**src/design/hsvled_pkg.sv**
```systemverilog
// ----------------------------------------------------------------------------
// hsvled_pkg
// Shared types and constants of the HSV to RGB LED ramp.
// ----------------------------------------------------------------------------
package hsvled_pkg;

    // channel level range
    localparam int LEVEL_W = 8;
    localparam logic [LEVEL_W-1:0] LEVEL_MAX = 8'd255;

    // input field widths
    localparam int HUE_W = 9;
    localparam int FRAC_W = 9;

    // sector term, signed, one unit is 1/15360
    localparam int TERM_W = 16;
    localparam logic signed [16:0] TERM_UNIT = 17'sd15360;

    // 17*v, 255/(256*256*60) folds into 17/2^18
    localparam int V17_W = 14;
    localparam int PROD_W = 29;
    localparam int PROD_SHIFT = 18;

    // channel count and index
    localparam int NUM_CHAN = 3;
    localparam int CHAN_W = 2;
    localparam logic [CHAN_W-1:0] CHAN_LAST = 2'd2;

    // queue between front and back
    localparam int QUEUE_DEPTH = 2;
    localparam int QPTR_W = (QUEUE_DEPTH > 1) ? $clog2(QUEUE_DEPTH) : 1;
    localparam int QCNT_W = $clog2(QUEUE_DEPTH + 1);

    // configuration register indexes
    localparam logic CFG_STEP_SPEED = 1'b0;
    localparam logic CFG_INVERSE = 1'b1;
    localparam logic [LEVEL_W-1:0] STEP_SPEED_RESET = 8'd5;

    // request modes
    localparam logic ACT_DIRECT = 1'b0;
    localparam logic ACT_STEP = 1'b1;

    // front sequencer states
    typedef enum logic [1:0] {
        ST_IDLE,
        ST_MUL,
        ST_PUSH
    } front_state_t;

    // one queued request: mode and three channel targets
    typedef struct packed {
        logic               action;
        logic [LEVEL_W-1:0] red;
        logic [LEVEL_W-1:0] green;
        logic [LEVEL_W-1:0] blue;
    } target_t;

    // configuration seen by the back end
    typedef struct packed {
        logic [LEVEL_W-1:0] step_speed;
        logic               inverse_output;
    } led_cfg_t;

endpackage

```
**src/design/hsvled_front.sv**
```systemverilog
// ----------------------------------------------------------------------------
// hsvled_front
// Accepts a request, finds the hue sector and forms one target per channel
// through a shared multiplier, then pushes the targets into the queue.
// ----------------------------------------------------------------------------
module hsvled_front
(
    input  logic                                   clk,
    input  logic                                   rst_n,
    input  logic                                   in_valid,
    output logic                                   in_ready,
    input  logic                                   in_action,
    input  logic [hsvled_pkg::HUE_W-1:0]           in_hue,
    input  logic [hsvled_pkg::FRAC_W-1:0]          in_sat,
    input  logic [hsvled_pkg::FRAC_W-1:0]          in_val,
    output logic                                   push_valid,
    input  logic                                   push_ready,
    output hsvled_pkg::target_t                    push_item
);

    hsvled_pkg::front_state_t state_reg, state_next;
    logic [hsvled_pkg::CHAN_W-1:0] chan_reg;
    logic action_reg;
    logic [hsvled_pkg::V17_W-1:0] v17_reg;
    logic signed [hsvled_pkg::TERM_W-1:0] x_reg [hsvled_pkg::NUM_CHAN];
    logic [hsvled_pkg::LEVEL_W-1:0] t_reg [hsvled_pkg::NUM_CHAN];

    logic accept;
    logic [3:0] sector;
    logic [hsvled_pkg::HUE_W-1:0] sector_base;
    logic [hsvled_pkg::HUE_W-1:0] rem_full;
    logic [5:0] rem;
    logic [14:0] s_rem;
    logic [14:0] s_sixty;
    logic signed [16:0] xv, xp, xq, xt;
    logic signed [16:0] xr, xg, xb;
    logic signed [hsvled_pkg::TERM_W-1:0] x_cur;
    logic [hsvled_pkg::PROD_W-1:0] prod;
    logic [hsvled_pkg::PROD_W-hsvled_pkg::PROD_SHIFT-1:0] scaled;
    logic [hsvled_pkg::LEVEL_W-1:0] level_now;

    assign accept = in_valid && in_ready;

    // sector as the count of passed 60 degree marks
    always_comb
    begin
        sector = 4'd0;
        for (int k = 1; k <= 8; k++)
        begin
            if (in_hue >= 9'(k * 60))
            begin
                sector = sector + 4'd1;
            end
        end
    end

    // start angle of the sector
    always_comb
    begin
        case (sector)
            4'd0:    sector_base = 9'd0;
            4'd1:    sector_base = 9'd60;
            4'd2:    sector_base = 9'd120;
            4'd3:    sector_base = 9'd180;
            4'd4:    sector_base = 9'd240;
            4'd5:    sector_base = 9'd300;
            4'd6:    sector_base = 9'd360;
            4'd7:    sector_base = 9'd420;
            default: sector_base = 9'd480;
        endcase
    end

    assign rem_full = in_hue - sector_base;
    assign rem = rem_full[5:0];

    // p, q, t and v terms in units of 1/15360
    assign s_rem = 15'(in_sat) * 15'(rem);
    assign s_sixty = (15'(in_sat) << 6) - (15'(in_sat) << 2);
    assign xv = hsvled_pkg::TERM_UNIT;
    assign xp = hsvled_pkg::TERM_UNIT - $signed({2'b00, s_sixty});
    assign xq = hsvled_pkg::TERM_UNIT - $signed({2'b00, s_rem});
    assign xt = hsvled_pkg::TERM_UNIT - $signed({2'b00, s_sixty})
              + $signed({2'b00, s_rem});

    // sector to channel mapping, hue past the last sector is black
    always_comb
    begin
        case (sector)
            4'd0:
            begin
                xr = xv; xg = xt; xb = xp;
            end
            4'd1:
            begin
                xr = xq; xg = xv; xb = xp;
            end
            4'd2:
            begin
                xr = xp; xg = xv; xb = xt;
            end
            4'd3:
            begin
                xr = xp; xg = xq; xb = xv;
            end
            4'd4:
            begin
                xr = xt; xg = xp; xb = xv;
            end
            4'd5:
            begin
                xr = xv; xg = xp; xb = xq;
            end
            default:
            begin
                xr = '0; xg = '0; xb = '0;
            end
        endcase
    end

    // shared multiplier: one channel a cycle, floor(17*v*x / 2^18), clamped
    assign x_cur = x_reg[chan_reg];
    assign prod = hsvled_pkg::PROD_W'(v17_reg) * hsvled_pkg::PROD_W'(x_cur[14:0]);
    assign scaled = prod[hsvled_pkg::PROD_W-1:hsvled_pkg::PROD_SHIFT];

    always_comb
    begin
        if (x_cur[hsvled_pkg::TERM_W-1] || (x_cur == '0))
        begin
            level_now = '0;
        end
        else if (scaled > 11'(hsvled_pkg::LEVEL_MAX))
        begin
            level_now = hsvled_pkg::LEVEL_MAX;
        end
        else
        begin
            level_now = scaled[hsvled_pkg::LEVEL_W-1:0];
        end
    end

    // next state
    always_comb
    begin
        state_next = state_reg;
        case (state_reg)
            hsvled_pkg::ST_IDLE:
            begin
                if (accept)
                begin
                    state_next = hsvled_pkg::ST_MUL;
                end
            end
            hsvled_pkg::ST_MUL:
            begin
                if (chan_reg == hsvled_pkg::CHAN_LAST)
                begin
                    state_next = push_ready ? hsvled_pkg::ST_IDLE : hsvled_pkg::ST_PUSH;
                end
            end
            hsvled_pkg::ST_PUSH:
            begin
                if (push_ready)
                begin
                    state_next = hsvled_pkg::ST_IDLE;
                end
            end
            default:
            begin
                state_next = hsvled_pkg::ST_IDLE;
            end
        endcase
    end

    // outputs
    always_comb
    begin
        in_ready = 1'b0;
        push_valid = 1'b0;
        push_item.action = action_reg;
        push_item.red = t_reg[0];
        push_item.green = t_reg[1];
        push_item.blue = t_reg[2];
        case (state_reg)
            hsvled_pkg::ST_IDLE:
            begin
                in_ready = 1'b1;
            end
            hsvled_pkg::ST_MUL:
            begin
                push_valid = (chan_reg == hsvled_pkg::CHAN_LAST);
                push_item.blue = level_now;
            end
            hsvled_pkg::ST_PUSH:
            begin
                push_valid = 1'b1;
            end
            default:
            begin
                in_ready = 1'b0;
            end
        endcase
    end

    // control registers
    always_ff @(posedge clk or negedge rst_n)
    begin
        if (!rst_n)
        begin
            state_reg <= hsvled_pkg::ST_IDLE;
            chan_reg <= '0;
        end
        else
        begin
            state_reg <= state_next;
            if (accept)
            begin
                chan_reg <= '0;
            end
            else if ((state_reg == hsvled_pkg::ST_MUL) && (chan_reg != hsvled_pkg::CHAN_LAST))
            begin
                chan_reg <= chan_reg + 2'd1;
            end
        end
    end

    // request and target registers
    always_ff @(posedge clk)
    begin
        if (accept)
        begin
            action_reg <= in_action;
            v17_reg <= (hsvled_pkg::V17_W'(in_val) << 4) + hsvled_pkg::V17_W'(in_val);
            x_reg[0] <= xr[hsvled_pkg::TERM_W-1:0];
            x_reg[1] <= xg[hsvled_pkg::TERM_W-1:0];
            x_reg[2] <= xb[hsvled_pkg::TERM_W-1:0];
        end
        if (state_reg == hsvled_pkg::ST_MUL)
        begin
            t_reg[chan_reg] <= level_now;
        end
    end

    // a push is only offered once all three channels are done
    assert property (@(posedge clk) disable iff (!rst_n)
        push_valid |-> (chan_reg == hsvled_pkg::CHAN_LAST))
        else $error("front pushed before the last channel");

endmodule

```
**src/design/hsvled_queue.sv**
```systemverilog
// ----------------------------------------------------------------------------
// hsvled_queue
// Short queue of channel targets between the front and the back end.
// ----------------------------------------------------------------------------
module hsvled_queue
(
    input  logic                clk,
    input  logic                rst_n,
    input  logic                push_valid,
    output logic                push_ready,
    input  hsvled_pkg::target_t push_item,
    output logic                pop_valid,
    input  logic                pop_ready,
    output hsvled_pkg::target_t pop_item
);

    hsvled_pkg::target_t slot_reg [hsvled_pkg::QUEUE_DEPTH];
    logic [hsvled_pkg::QPTR_W-1:0] wr_ptr_reg, rd_ptr_reg;
    logic [hsvled_pkg::QCNT_W-1:0] count_reg;
    logic push_fire, pop_fire;

    assign push_ready = (count_reg != hsvled_pkg::QCNT_W'(hsvled_pkg::QUEUE_DEPTH));
    assign pop_valid = (count_reg != '0);
    assign pop_item = slot_reg[rd_ptr_reg];
    assign push_fire = push_valid && push_ready;
    assign pop_fire = pop_valid && pop_ready;

    // pointers and fill count
    always_ff @(posedge clk or negedge rst_n)
    begin
        if (!rst_n)
        begin
            wr_ptr_reg <= '0;
            rd_ptr_reg <= '0;
            count_reg <= '0;
        end
        else
        begin
            if (push_fire)
            begin
                wr_ptr_reg <= (wr_ptr_reg == hsvled_pkg::QPTR_W'(hsvled_pkg::QUEUE_DEPTH - 1))
                            ? '0 : wr_ptr_reg + 1'b1;
            end
            if (pop_fire)
            begin
                rd_ptr_reg <= (rd_ptr_reg == hsvled_pkg::QPTR_W'(hsvled_pkg::QUEUE_DEPTH - 1))
                            ? '0 : rd_ptr_reg + 1'b1;
            end
            if (push_fire && !pop_fire)
            begin
                count_reg <= count_reg + 1'b1;
            end
            else if (pop_fire && !push_fire)
            begin
                count_reg <= count_reg - 1'b1;
            end
        end
    end

    // storage
    always_ff @(posedge clk)
    begin
        if (push_fire)
        begin
            slot_reg[wr_ptr_reg] <= push_item;
        end
    end

    // a lone push adds one entry
    assert property (@(posedge clk) disable iff (!rst_n)
        (push_fire && !pop_fire) |=> (count_reg == $past(count_reg) + 1'b1))
        else $error("queue count did not grow on push");

    // an entry pushed into an empty queue is what pops next
    assert property (@(posedge clk) disable iff (!rst_n)
        (push_fire && (count_reg == '0)) |=> (pop_item == $past(push_item)))
        else $error("queue head does not match pushed entry");

endmodule

```
**src/design/hsvled_back.sv**
```systemverilog
// ----------------------------------------------------------------------------
// hsvled_back
// Keeps the channel levels, applies set or step requests from the queue
// and holds the resulting duties in the output register.
// ----------------------------------------------------------------------------
module hsvled_back
(
    input  logic                              clk,
    input  logic                              rst_n,
    input  hsvled_pkg::led_cfg_t              cfg,
    input  logic                              pop_valid,
    output logic                              pop_ready,
    input  hsvled_pkg::target_t               pop_item,
    output logic                              out_valid,
    input  logic                              out_ready,
    output logic [hsvled_pkg::LEVEL_W-1:0]    out_red,
    output logic [hsvled_pkg::LEVEL_W-1:0]    out_green,
    output logic [hsvled_pkg::LEVEL_W-1:0]    out_blue,
    output logic                              out_changed
);

    logic [hsvled_pkg::LEVEL_W-1:0] level_reg [hsvled_pkg::NUM_CHAN];
    logic [hsvled_pkg::LEVEL_W-1:0] level_next [hsvled_pkg::NUM_CHAN];
    logic [hsvled_pkg::LEVEL_W-1:0] target [hsvled_pkg::NUM_CHAN];
    logic [hsvled_pkg::LEVEL_W-1:0] duty [hsvled_pkg::NUM_CHAN];
    logic out_valid_reg;
    logic [hsvled_pkg::LEVEL_W-1:0] duty_reg [hsvled_pkg::NUM_CHAN];
    logic changed_reg;
    logic changed_next;
    logic pop_fire;
    logic differs;

    assign pop_ready = !out_valid_reg || out_ready;
    assign pop_fire = pop_valid && pop_ready;

    assign target[0] = pop_item.red;
    assign target[1] = pop_item.green;
    assign target[2] = pop_item.blue;
    assign differs = (level_reg[0] != target[0]) || (level_reg[1] != target[1])
                   || (level_reg[2] != target[2]);

    // new levels: direct set, or one saturating step toward the target
    always_comb
    begin
        logic [hsvled_pkg::LEVEL_W:0] up;
        for (int c = 0; c < hsvled_pkg::NUM_CHAN; c++)
        begin
            up = {1'b0, level_reg[c]} + {1'b0, cfg.step_speed};
            if (pop_item.action == hsvled_pkg::ACT_DIRECT)
            begin
                level_next[c] = target[c];
            end
            else if (!differs)
            begin
                level_next[c] = level_reg[c];
            end
            else if (level_reg[c] < target[c])
            begin
                level_next[c] = up[hsvled_pkg::LEVEL_W] ? hsvled_pkg::LEVEL_MAX
                              : up[hsvled_pkg::LEVEL_W-1:0];
            end
            else if (level_reg[c] > target[c])
            begin
                level_next[c] = (level_reg[c] > cfg.step_speed)
                              ? level_reg[c] - cfg.step_speed : '0;
            end
            else
            begin
                level_next[c] = level_reg[c];
            end
            duty[c] = cfg.inverse_output ? (hsvled_pkg::LEVEL_MAX - level_next[c])
                    : level_next[c];
        end
    end

    assign changed_next = (pop_item.action == hsvled_pkg::ACT_DIRECT) || differs;

    // levels and output valid
    always_ff @(posedge clk or negedge rst_n)
    begin
        if (!rst_n)
        begin
            out_valid_reg <= 1'b0;
            for (int c = 0; c < hsvled_pkg::NUM_CHAN; c++)
            begin
                level_reg[c] <= '0;
            end
        end
        else
        begin
            if (pop_fire)
            begin
                out_valid_reg <= 1'b1;
                for (int c = 0; c < hsvled_pkg::NUM_CHAN; c++)
                begin
                    level_reg[c] <= level_next[c];
                end
            end
            else if (out_ready)
            begin
                out_valid_reg <= 1'b0;
            end
        end
    end

    // output payload
    always_ff @(posedge clk)
    begin
        if (pop_fire)
        begin
            for (int c = 0; c < hsvled_pkg::NUM_CHAN; c++)
            begin
                duty_reg[c] <= duty[c];
            end
            changed_reg <= changed_next;
        end
    end

    assign out_valid = out_valid_reg;
    assign out_red = duty_reg[0];
    assign out_green = duty_reg[1];
    assign out_blue = duty_reg[2];
    assign out_changed = changed_reg;

    // a direct set always reports a change
    assert property (@(posedge clk) disable iff (!rst_n)
        (pop_fire && (pop_item.action == hsvled_pkg::ACT_DIRECT)) |=> changed_reg)
        else $error("direct set not flagged as changed");

    // a step with no change leaves the levels alone
    assert property (@(posedge clk) disable iff (!rst_n)
        (pop_fire && !changed_next) |=> $stable(level_reg[0]) && $stable(level_reg[1])
            && $stable(level_reg[2]))
        else $error("levels moved without a reported change");

endmodule

```
**src/design/hsv_to_rgb_led_ramp.sv**
```systemverilog
// ----------------------------------------------------------------------------
// hsv_to_rgb_led_ramp
// HSV to RGB LED driver with direct set and stepped transition.
// ----------------------------------------------------------------------------
// A request carries a hue in degrees and a saturation and value where 256 is
// 1.0; the result gives the three PWM duties after the channel levels are
// set (tuser 0) or stepped by step_speed toward the color (tuser 1), plus
// a changed flag. The front accepts a request, forms the sector terms and,
// busy until it pushes, does one channel per cycle on one shared multiplier.
// A two-entry queue and an output register let the back end (one request per
// cycle unless stalled) and the front stall independently. The user writes
// configuration only while no request is in flight, unenforced by the block.
// ----------------------------------------------------------------------------
module hsv_to_rgb_led_ramp
(
    input  logic        clk,
    input  logic        rst_n,
    // configuration write port
    input  logic        cfg_we,
    input  logic        cfg_index,
    input  logic [7:0]  cfg_data,
    // request stream
    input  logic        s_tvalid,
    output logic        s_tready,
    input  logic [31:0] s_tdata,   // hue[8:0], saturation[17:9], brightness_value[26:18]
    input  logic        s_tuser,   // action
    // result stream
    output logic        m_tvalid,
    input  logic        m_tready,
    output logic [23:0] m_tdata,   // red_duty[7:0], green_duty[15:8], blue_duty[23:16]
    output logic        m_tuser    // changed
);

    logic [hsvled_pkg::LEVEL_W-1:0] step_speed_reg;
    logic inverse_reg;
    hsvled_pkg::led_cfg_t cfg;

    logic push_valid, push_ready;
    hsvled_pkg::target_t push_item;
    logic pop_valid, pop_ready;
    hsvled_pkg::target_t pop_item;
    logic [hsvled_pkg::LEVEL_W-1:0] red, green, blue;

    // configuration registers
    always_ff @(posedge clk or negedge rst_n)
    begin
        if (!rst_n)
        begin
            step_speed_reg <= hsvled_pkg::STEP_SPEED_RESET;
            inverse_reg <= 1'b0;
        end
        else if (cfg_we)
        begin
            case (cfg_index)
                hsvled_pkg::CFG_STEP_SPEED: step_speed_reg <= cfg_data;
                hsvled_pkg::CFG_INVERSE:    inverse_reg <= cfg_data[0];
                default:                    inverse_reg <= inverse_reg;
            endcase
        end
    end

    assign cfg.step_speed = step_speed_reg;
    assign cfg.inverse_output = inverse_reg;

    // sector terms and channel targets
    hsvled_front u_front
    (
        .clk        (clk),
        .rst_n      (rst_n),
        .in_valid   (s_tvalid),
        .in_ready   (s_tready),
        .in_action  (s_tuser),
        .in_hue     (s_tdata[8:0]),
        .in_sat     (s_tdata[17:9]),
        .in_val     (s_tdata[26:18]),
        .push_valid (push_valid),
        .push_ready (push_ready),
        .push_item  (push_item)
    );

    // decoupling queue
    hsvled_queue u_queue
    (
        .clk        (clk),
        .rst_n      (rst_n),
        .push_valid (push_valid),
        .push_ready (push_ready),
        .push_item  (push_item),
        .pop_valid  (pop_valid),
        .pop_ready  (pop_ready),
        .pop_item   (pop_item)
    );

    // level update and output register
    hsvled_back u_back
    (
        .clk         (clk),
        .rst_n       (rst_n),
        .cfg         (cfg),
        .pop_valid   (pop_valid),
        .pop_ready   (pop_ready),
        .pop_item    (pop_item),
        .out_valid   (m_tvalid),
        .out_ready   (m_tready),
        .out_red     (red),
        .out_green   (green),
        .out_blue    (blue),
        .out_changed (m_tuser)
    );

    assign m_tdata = {blue, green, red};

endmodule
```
**config.mk**
```make
export PLATFORM = sky130hd
export DESIGN_NAME = hsv_to_rgb_led_ramp
export DESIGN_NICKNAME = d
export VERILOG_FILES = /design/src/design/hsvled_pkg.sv /design/src/design/hsvled_front.sv /design/src/design/hsvled_queue.sv /design/src/design/hsvled_back.sv /design/src/design/hsv_to_rgb_led_ramp.sv
export SDC_FILE = /design/constraint.sdc
export NUM_CORES = 1
export LEC_CHECK = 0
export BUFFER_PORTS_ARGS = -buffer_cell sky130_fd_sc_hd__buf_2
export CORE_ASPECT_RATIO = 0.7
export CORE_MARGIN = 3
export CORE_UTILIZATION = 57
export CTS_CLUSTER_DIAMETER = 150
export DETAILED_ROUTE_END_ITERATION = 7
export PLACE_DENSITY = 0.73
export SLEW_MARGIN = 20
export SYNTH_ARGS = -nofsm -noshare
export SYNTH_HDL_FRONTEND = slang
export SYNTH_SLANG_ARGS = --single-unit
export TNS_END_PERCENT = 20
```
**constraint.sdc**
```tcl
create_clock -name clk -period 12.5 [get_ports clk]
set_clock_uncertainty 0.15 [all_clocks]
set_input_delay 1.875 -clock clk [delete_from_list [all_inputs] [get_ports clk]]
set_output_delay 1.875 -clock clk [all_outputs]
set_load 0.02 [all_outputs]
```
After elaboration in Yosys (flattened, before gate mapping)
Memory sizes are Yosys's and may differ from the RTL's.
Cells that the tools add are included.
{ "totals": {"regBits": 58, "ramBits": 146, "mem_bits_ro": 56, "input_bits": 47, "elab_cells": 173, "mem_count": 5} }
{ "classes": {"add_sub_neg": 27, "n_mul": 2, "magnitude_cmp": 18, "eq_ne": 16, "n_mux": 59, "n_bitwise": 2, "n_reduce_logical": 30} }
{ "mem_list": {"columns": ["name", "depth", "width", "rd", "rd_clocked_by_memory_dff", "write_ports", "line", "text"], "rows": [
  ["(no name shown)", 8, 7, 1, 0, 0, "hsvled_front.sv:60", "case (sector)"],
  ["u_queue.slot_reg", 2, 25, 1, 0, 1, "hsvled_queue.sv:17", "hsvled_pkg::target_t slot_reg [hsvled_pkg::QUEUE_DEPTH];"],
  ["u_front.x_reg", 3, 16, 1, 0, 3, "hsvled_front.sv:25", "logic signed [hsvled_pkg::TERM_W-1:0] x_reg [hsvled_pkg::NUM_CHAN];"],
  ["u_back.duty_reg", 3, 8, 3, 0, 3, "hsvled_back.sv:27", "logic [hsvled_pkg::LEVEL_W-1:0] duty_reg [hsvled_pkg::NUM_CHAN];"],
  ["u_front.t_reg", 3, 8, 3, 0, 1, "hsvled_front.sv:26", "logic [hsvled_pkg::LEVEL_W-1:0] t_reg [hsvled_pkg::NUM_CHAN];"]
]} }
{ "ops": {"columns": ["operator", "n"], "rows": [
  ["2-to-1 mux 8 bit", 24],
  ["one-hot mux 16 bit (4 select lines)", 3],
  ["greater-than comparator 8 bit", 6],
  [">= comparator 9 bit (second input constant)", 4],
  ["subtractor 14 x 15 -> 16 bit (first input constant)", 2],
  ["multiplier 14 x 15 -> 29 bit", 1],
  ["2-to-1 mux 4 bit", 7],
  ["adder 8 x 8 -> 9 bit", 3],
  ["adder 4 x 1 -> 4 bit (second input constant)", 6],
  ["< comparator 8 bit", 3],
  ["inequality test 8 bit", 3],
  ["subtractor 8 bit", 3],
  ["subtractor 8 bit (first input constant)", 3],
  [">= comparator 9 x 8 -> 1 bit (second input constant)", 2],
  ["adder 16 bit", 1],
  ["zero test 16 bit", 1],
  ["2-to-1 mux 2 bit", 8],
  ["multiplier 9 x 6 -> 15 bit", 1],
  ["subtractor 15 x 11 -> 15 bit", 1],
  ["adder 13 x 9 -> 14 bit", 1],
  ["2-to-1 mux 1 bit", 14],
  ["OR reduction 2 bit", 6],
  ["greater-than comparator 11 x 8 -> 1 bit (second input constant)", 1],
  [">= comparator 9 x 6 -> 1 bit (second input constant)", 1],
  ["25 further kinds", 49]
]} }

Longest topological paths before layout
An unclocked memory read counts as a cell.
{ "depth": {"depth_word": 22, "depth_mapped": 53, "mapped_depth_nobuf": 50} }

Modules after synthesis
From an unflattened synthesis, not the netlist that was laid out.
{ "hier_totals": {"cells_unflattened": 2423, "area_unflattened_um2": 23236.0} }
{ "modules_own_cells": {"columns": ["mod", "instances", "cells_per_inst", "area_per_inst_um2", "seq_area_each_um2"], "rows": [
  ["hsvled_front", 1, 1646, 15041.9, 2712.6],
  ["hsvled_back", 1, 660, 5706.7, 1376.3],
  ["hsvled_queue", 1, 96, 2099.5, 1601.5],
  ["hsv_to_rgb_led_ramp", 1, 21, 387.9, 227.7]
]} }

Least setup slack after synthesis
No wires, ideal clock.
{ "synth_timing": {"path_kind": "in2reg", "startpoint": "in s_tdata[5]", "endpoint": "mem u_front.x_reg[1][15] (netlist bit) (data pin)", "t_arrival_ns": 12.050, "required_time_ns": 12.089, "slack_ns": 0.039, "stages": 46, "n_path_buf": 4, "cell_sequence": "buf_4 -> and2_1 -> a311o_1 -> inv_1 -> ha_1 -> clkbuf_2 -> xnor2_1 -> ha_1 -> nor2_1 -> a211oi_1 -> ha_1 -> mux2_2 -> ha_1 -> mux2_2 -> ha_1 -> nand2_1 -> o21ai_0 -> ha_1 -> [10 not listed] -> fa_1 -> inv_1 -> fa_1 -> fa_1 -> inv_1 -> ha_1 -> clkbuf_1 -> or4_1 -> o21ai_0 -> xnor2_1 -> inv_1 -> ha_1 -> or3_1 -> o211ai_1 -> o21bai_1 -> a21oi_1 -> xnor2_1 -> a221o_1"} }
{ "synth_rtl": {"columns": ["element", "line", "text"], "rows": [
  ["start: declaration", "hsv_to_rgb_led_ramp.sv:25", "input logic [31:0] s_tdata,"],
  ["end: declaration", "hsvled_front.sv:25", null]
]} }

==> summary.md <==
| Metric | Value |
|---|---|
| Die Span X | `246 um` |
| Most used DFF post-synth | `edfxtp_1` |
| Die area | `about 0.043 mm2` |
| H-tree levels | `1` |
| Slew headroom | `0.319` |
| Final period utilization | `0.952` |
| Total gr overflow | `0` |
| Finished Cell Area | `0.0251 mm2` |
| Crit-path slowest cell | `fa_1` |
| Worst-path clk slew | `~0.070 ns` |
| Register bit total from synthesis | `204` |
| Fraction of registers with async set/reset | `0.206` |
| # nets final | `~3000` |
| CTS max path bufs | `3` |
| Sequential-to-total area share from yosys stat | `0.257` |
| Post-synth EDFFs | `162` |
| Footprint of the multi-input gates | `~0.016 mm2` |
| Slew @ Worst Pin | `1.02 ns` |
| Std-Cell Rows | `60` |
| GPL Wtd Cong | `0.965` |
| Worst Path Max Fanout | `5` |
| Hold Crit Class | `flop to flop` |
| IO Count | `74` |
| Initial Utilization | `0.589` |
| Max-slew violation count | `0` |
| DPL Wire Length | `46800 um` |
| Initial antenna violation count | `0` |
| Post-Synthesis Cells | `2441` |
| Max_cap viols | `0` |
| RR Endpoint | `u_queue.slot_reg[0][4]` |
| Root buf cell | `clkbuf_16` |
| Hold depth | `0` |
| Syn_area_per_cell | `between 9 and 10 um2` |
| R2R Path Start | `u_front.chan_reg[0]` |
| Reg area | `0.00592 mm2` |
| Number of distinct library cells after synthesis | `93` |
| Placed cell areas | `0.0243 mm2` |
| Std-Cell Core Area | `0.0391 mm2` |
| Port Buffer Count | `68` |
| CP Capture Type | `flop` |
| Mapped Area | `0.0230 mm2` |
| First-pass GRT wire length | `98100 um` |
| Worst R2R Setup Slack | `4.12 ns` |
| Vias in the first global route | `between 15000 and 20000` |
| Data required, critical path | `12.61 ns` |
| Max reg flops | `50` |
| Commonest non-fill, non-tap cell in the layout | `inv_1` |
| Worst path bufs/invs | `8` |
| CTS tree | `yes` |
| Worst R2R Path Depth | `26` |
| Crit path arrival time | `~12 ns` |
| Final setup fails | `0` |
| DRT iter0 DRCs | `2022` |
| Yosys warns | `0` |
| CTS buffer count | `22` |
| Hold Vio Cnt, Final | `0` |
| Layout cell share with drive strength beyond 1 | `0.107` |
| Syn nets | `2911` |
| Delay of the slowest cell on the worst path | `0.55 ns` |
| Status | `finished clean` |
| Critical path class | `input port to flop` |
| Crit-path leading delay family | `adder cells` |
| Antenna Nets Post-Route | `0` |
| DR WL/cell | `19.8 um` |
| Commonest cells after routing, fill and taps aside | `inv_1, nand2_1, ha_1` |
| Largest net degree at the start of global routing | `65` |
| Postcts setup bufs | `0` |
| # diodes | `0` |
| Min cycle time layout | `roughly 12 ns` |
| Worst hold path startpoint | `u_front.t_reg[0][2]` |
| Fmax | `84.0 MHz` |
| Post-DR vias/cell | `6.10` |
| Fill cell total of the finished layout | `3147` |
| Sink Count | `just over 200` |
| Die Y | `174 um` |
| Layout area overhead | `8.89%` |
| Hold Path End | `u_queue.slot_reg[0][18]` |
| CP Launch Type | `input port` |
| DRC viols | `0` |
| Gr usage total | `0.284` |
| RSZ-0062 raised after global routing | `no` |
| DR pass1 iterations | `6` |
| Final wirelength | `between 60000 and 70000 um` |
| Crit path top cell by count | `ha_1` |
| Vias | `between 15000 and 20000` |
| Clock insertion delay at the later pin of the skew report | `0.55 ns` |
Yosys cell counts, types with 37 or more instances:
cell type	instances	area, um2
ha_1	233	2920
dfrtp_1	40	1000
clkbuf_1	89	334
a21oi_1	116	581
fa_1	190	3800
inv_1	296	1110
nor3_1	46	230
xor2_1	44	385
nor2_1	104	390
nand2_1	266	998
edfxtp_1	162	4860
mux2i_1	37	370
and2_1	114	713
o21ai_0	100	500
xnor2_1	78	683
per-layer routing:
layer	global-route usage	vias to the layer above	wire length [um]
met2	0.444	814	26800
met3	0.0634	97	5850
met1	0.410	9129	26800
li1	-	8630	-
met5	0	-	0
met4	0.0543	0	1230
cell families (layout without fill, tap and decap cells):
| family | after synthesis | after routing | synth area share |
|---|---|---|---|
| XOR/XNOR | 124 | 124 | 0.0478 |
| AO/OA/AOI/OAI | 493 | 493 | 0.147 |
| flip-flops | 204 | 204 | 0.257 |
| adder cells (fa/ha/maj) | 423 | 423 | 0.292 |
| multiplexers | 68 | 68 | 0.0316 |
| AND/OR/NAND/NOR | 725 | 725 | 0.156 |
| buffers and inverters | 404 | 496 | 0.0681 |
how the worst max path moves through the flow:
stage | from | end | slack [ns] | cells past startpoint
after floorplan | s_tdata[5] | u_front.x_reg[1][15] | 0.04 | 46
after global placement | s_tdata[4] | u_front.x_reg[2][15] | -0.11 | 48
after detailed placement | s_tdata[4] | u_front.x_reg[2][15] | -0.27 | 50
after CTS | s_tdata[4] | u_front.x_reg[2][15] | 0.22 | 50
after global routing | s_tdata[4] | u_front.x_reg[0][15] | 0.01 | 46
final | s_tdata[4] | u_front.x_reg[2][15] | 0.60 | 46
through the flow:
step / instances / setup TNS (ns) / worst slack [ns] / hold slack [ns] / util
final: 3060 / 0 / 0.599 / 0.290 / 0.641
after global routing: 3060 / 0 / 0.0122 / 0.305 / 0.641
after CTS: 3060 / 0 / 0.219 / 0.291 / 0.640
after detailed placement: 3020 / -1.16 / -0.273 / 0.283 / 0.621
after global placement: 3020 / -0.303 / -0.114 / 0.272 / 0.621
after floorplan: 2441 / 0 / 0.0389 / 0.271 / -
final cells by class:
| class | instances | share of cell area |
|---|---|---|
| flip-flops and latches | 204 | 0.236 |
| inverters | 296 | 0.0443 |
| repair buffers | 160 | 0.0412 |
| clock buffers | 22 | 0.0220 |
| clock inverters | 18 | 0.00823 |
| well taps | 527 | 0.0263 |
| multi-input cells | 1833 | 0.622 |
repair_timing:
item | CTS | global route
hold buffers | 0 | 0
endpoints found under the setup margin | 0 | 17
gates resized for setup | 0 | 8
hold endpoints to repair | 0 | 0
Power is left out: the tool's default activity adds up to more than one toggle a clock period on the data nets, which glitch-free logic cannot reach.
